## src/rtl/wtr_ram.sv

```systemverilog
// Generic single write port, single read port RAM with registered read data.
module wtr_ram #(
  parameter int WIDTH = 32,
  parameter int DEPTH = 128
) (
  input  logic                     clk_i,
  input  logic                     we_i,
  input  logic [$clog2(DEPTH)-1:0] waddr_i,
  input  logic [WIDTH-1:0]         wdata_i,
  input  logic                     re_i,
  input  logic [$clog2(DEPTH)-1:0] raddr_i,
  output logic [WIDTH-1:0]         rdata_o
);

  logic [WIDTH-1:0] mem_q [DEPTH];
  logic [WIDTH-1:0] rdata_q;

  always_ff @(posedge clk_i) begin
    if (we_i) begin
      mem_q[waddr_i] <= wdata_i;
    end
    if (re_i) begin
      rdata_q <= mem_q[raddr_i];
    end
  end

  assign rdata_o = rdata_q;

endmodule

```

## config.mk

```make
export PLATFORM = sky130hd
export DESIGN_NAME = wtr_ram
export DESIGN_NICKNAME = d
export VERILOG_FILES = /design/src/rtl/wtr_ram.sv
export SDC_FILE = /design/constraint.sdc
export NUM_CORES = 2
export LEC_CHECK = 0
export BUFFER_PORTS_ARGS = -buffer_cell sky130_fd_sc_hd__clkbuf_2
export CORE_UTILIZATION = 25
export DETAILED_ROUTE_END_ITERATION = 8
export GPL_ROUTABILITY_DRIVEN = 0
export PLACE_DENSITY_LB_ADDON = 0.12
export SETUP_SLACK_MARGIN = 0.3
export SYNTH_ARGS = -nofsm -noshare
export SYNTH_HDL_FRONTEND = slang
export SYNTH_SLANG_ARGS = --single-unit
```

## constraint.sdc

```tcl
create_clock -name clk_i -period 3.95 [get_ports clk_i]
set_clock_uncertainty 0.05 [all_clocks]
set_input_delay 0.79 -clock clk_i [delete_from_list [all_inputs] [get_ports clk_i]]
set_output_delay 0.79 -clock clk_i [all_outputs]
set_load 0.05 [all_outputs]
```

======== Word-level counts from Yosys, hierarchy flattened ========
Memory sizes are Yosys's and may differ from the RTL's. A register that Yosys moved wholly into a read port is not among the register bits.
Index checks and enable logic that the tools add are counted.
operators by class
  add/subtract/negate cells ............... 0
  muxes and demuxes ....................... 2
  bitwise gates (word level) .............. 0
  reduce and logical (&&, ||, !) cells .... 0
  $mul .................................... 0
  equality and inequality tests ........... 0
  order comparisons ....................... 0
  divide/modulo/power cells ............... 0
  shift operators ......................... 0
operators by type and width
  cell    number
  $mux 1  2
storage, ports and cells
  word-level logic and storage cells ...... 3
  register bits after elaboration ......... 0
  output and inout port bits .............. 32
  bits in writable memories ............... 4096
  input port bits ......................... 49
  memories kept ........................... 1
  memory bits (read-only) ................. 0
  latch bits .............................. 0
memory list
  memory  words  width  read ports  clocked after Yosys merged registers in  wr ports  line  source
  mem_q   128    32     1           1                                        1         15    logic [WIDTH-1:0] mem_q [DEPTH];

======== Longest topological paths before layout ========
  depth after elaboration ................. 2
  mapped depth ............................ 8
  depth with buffers taken out ............ 4

======== Worst setup path before layout ========
Ideal clock, no wire load.
  path kind ............................... input to register
  start point ............................. in we_i
  end point ............................... mem mem_q[98][0], enable pin
  buffers on the path ..................... 1
  path slack .............................. -0.129 ns
  arrival time ............................ 3.568 ns
  setup time .............................. 0.461 ns
  cell stages on the path ................. 3
  data required time ...................... 3.439 ns
  path through ............................ clkbuf_1 nand4_1 nor3_1
between the ends
  longest elaborated chain between the ends .. 2
ends and longest elaborated chain
  element                       line  source
  from (decl)                   7     input logic we_i,
  $mux 1                        19    if (we_i) begin
  $mux 1 (not written as such)  20    mem_q[waddr_i] <= wdata_i;
  to (decl)                     15
Every way passes these cells.

==> impl_metrics.py <==
metrics = {
    "power": {
        "vdd_ir_drop_max_mv": 0.3819,
        "switchingPower_mw": 21.53,
        "p_per_area_nw_per_um2": 501.7,
        "power.internal_mw": 73.98,
        "p_clk_share_pct": 43.2,
        "p_leak_nw": 57.67,
        "combPwrFrac_pct": 5.9,
        "switching_share_pct": 22.55,
        "pwr-share-seq_pct": 50.9,
    },
    "setup_path": {
        "crit_fanout": 16,
        "crit_required_ns": 4.69,
        "critical_path_class": "input port to flop",
        "start_kind": "input port",
        "cp.arrival_ns": 4.09,
        "crit_path_end_kind": "flop",
    },
    "logic_synthesis": {
        "syn_nets": 6039,
        "synthDistinctLibCells": 16,
        "synthCells": 5990,
        "yosysWarnings": 0,
        "yosysSeqAreaShare_pct": 79.16,
        "syn_area_per_cell_um2": 26.14,
        "syn_area_um2": 156600,
        "synth_area_leader_cell": "edfxtp_1",
        "synthTopCellsByArea": "edfxtp_1 (79%), mux4_2 (19%), clkbuf_1 (0.44%)",
        "yosysTopAreaCellShare_pct": 79.16,
        "yosys_register_bits": 4128,
    },
    "sta": {
        "drv_slew": 0,
        "min_period_over_period_pct": 84.99,
        "finalHoldViolCount": 0,
        "fin_hold_ws_ns": 0.1302,
        "fmax_ghz": 0.2979,
        "max_slew_margin_pct": 20.02,
        "period_needed_ns": 3.357,
        "rsz0062_at_grt": "false",
        "setup_viol": 0,
        "setup_slack_ns": 0.5930,
        "worst_pin_slew_ns": 1.200,
    },
    "flow_run": {
        "drv_cap": 0,
    },
    "cells_and_area": {
        "final_common_cell": "edfxtp_1",
        "syn2layout_area_growth_pct": 21.59,
        "stdcell_count": 15590,
        "nNetsFinal": 6900,
        "drive_above_1_share_pct": 39.13,
        "layout.cells.most_common_list": "edfxtp_1 (4128), mux4_2 (1344), clkbuf_16 (464)",
        "fill_cells": 59400,
    },
    "global_route": {
        "grt_pass1_vias": 76230,
        "antenna_found_initial": 68,
        "gr-usage-all-layers_pct": 16.71,
        "grt_overflow": 0,
        "grt_pass1_wl_um": 713500,
        "grt_max_degree": 128,
    },
    "place": {
        "dp.cells": 14710,
        "portBuffers": 80,
        "pre_cts_ws_ns": -0.4896,
        "hpwl_um": 319800,
    },
    "floorplan": {
        "die_y_um": 793.4,
        "floorplan.core_area_um2": 623700,
        "die_w_um": 793.4,
        "start_util_pct": 25.11,
        "num_io_pins": 81,
        "num_rows": 290,
        "dieArea_um2": 629600,
    },
    "min_path": {
        "worstHoldPathType": "input port to flop",
    },
    "routing": {
        "wirelength_um": 533000,
        "wl_per_cell_um": 34.20,
        "via_per_inst": 4.638,
        "first_iter_violations": 7386,
        "drtAntennaViolNets": 0,
        "drc": 0,
        "first_pass_iters": 7,
        "vias": 72290,
    },
    "clocking": {
        "cts_sinks": 4128,
        "cts_inserted_buffers": 460,
        "clkLatencyLatePin_ns": 1.05,
        "cts_tree": "done",
        "cts_max_level": 5,
        "cts_buffer_depth": 4,
        "clockRootBuffer": "clkbuf_16",
        "clkSlewWorstSetupHoldPaths_ns": 0.06,
        "cts_resized": 0,
    },
    "status": {
        "run_status": "completed",
    },
}
-- timing repair --
item | in CTS | in global routing
hold buffers | 1 | 0
endpoints found under the hold margin | 1 | 0
buffers inserted | 0 | 0
-- worst paths after layout --
path,endpoint,slack [ns],cells past startpoint,from
max reg2reg,rdata_o[29],1.04,5,mem_q[111][29]
min,mem_q[1][1],0.13,1,wdata_i[1]
max,rdata_o[1],0.59,9,raddr_i[0]
min reg2reg,rdata_o[6],1.15,4,mem_q[92][6]
-- power by group through the flow --
stage	registers, mW	clock network (mW)	logic (mW)
finish	48.6	41.2	5.67
global route	48.6	43.9	5.96
CTS	48.6	42.4	5.89
detailed placement	49.5	0	5.88
global placement	49.5	0	5.83
floorplan	49.5	0	2.34
-- sequential cells by signal, summed over array words and instances (netlist names) --
register and count:
mem_q 4096, rdata_o 32
-- cell usage after synthesis --
library cell     n
edfxtp_1      4128
mux4_2        1344
clkbuf_1       182
nor2_1         122
buf_2           79
buf_1           50
mux2_2          32
nand2_1         14
nand3_1         12
nor3_1           9
nor2b_1          7
buf_4            3
nand4_1          3
buf_6            2
nand2b_1         2
or3_1            1
-- critical path, cell delays in order --
cell and delay (ns):
buf_12 0.27, buf_12 0.23, buf_4 0.24, buf_12 0.22, buf_4 0.19, mux4_2 0.51
mux4_2 0.50, mux4_2 0.64, mux2_2 0.34
-- kinds of logic (layout without fill, tap and decap cells) --
group	Yosys count	count (layout)	share of synthesized area [%]
other	0	41	0
and+or+nand+nor	170	170	0.4450
buffers and inverters	316	1550	0.8373
DFF	4128	4128	79.16
muxes	1376	1376	19.56
-- area by class of cell --
class                      count  area, um^2  area share [%]
sequential                  4128      124000           65.10
multi-input combinational   1546       32330           16.98
clock buffer                 575       12030           6.317
tap                         8322       10410           5.469
timing repair buffer         715        9310           4.890
clock inverter               260        2257           1.185
antenna                       41       102.6         0.05389
-- stage by stage --
| step | power, mW | TNS, ns | instance area (um^2) | utilization (%) |
|---|---|---|---|---|
| 4_1_cts | 96.92 | 0 | 190300 | 30.51 |
| 2_1_floorplan | 51.87 | -11.19 | 156600 | - |
| 6_report | 95.52 | 0 | 190400 | 30.53 |
| 3_3_place_gp | 55.36 | -10.37 | 176000 | 28.22 |
| 5_1_grt | 98.43 | 0 | 190300 | 30.51 |
| 3_5_place_dp | 55.42 | -10.22 | 176000 | 28.22 |
-- per-layer routing --
metal,global-route usage [%],share of wire (%),vias to the layer above
met4,3.319,1.9,6
met5,0,0.0081,-
met1,23.23,44,41560
met2,28.15,49,1799
met3,2.214,4.4,565
li1,-,-,28360
(Power assumes the default switching activity.)
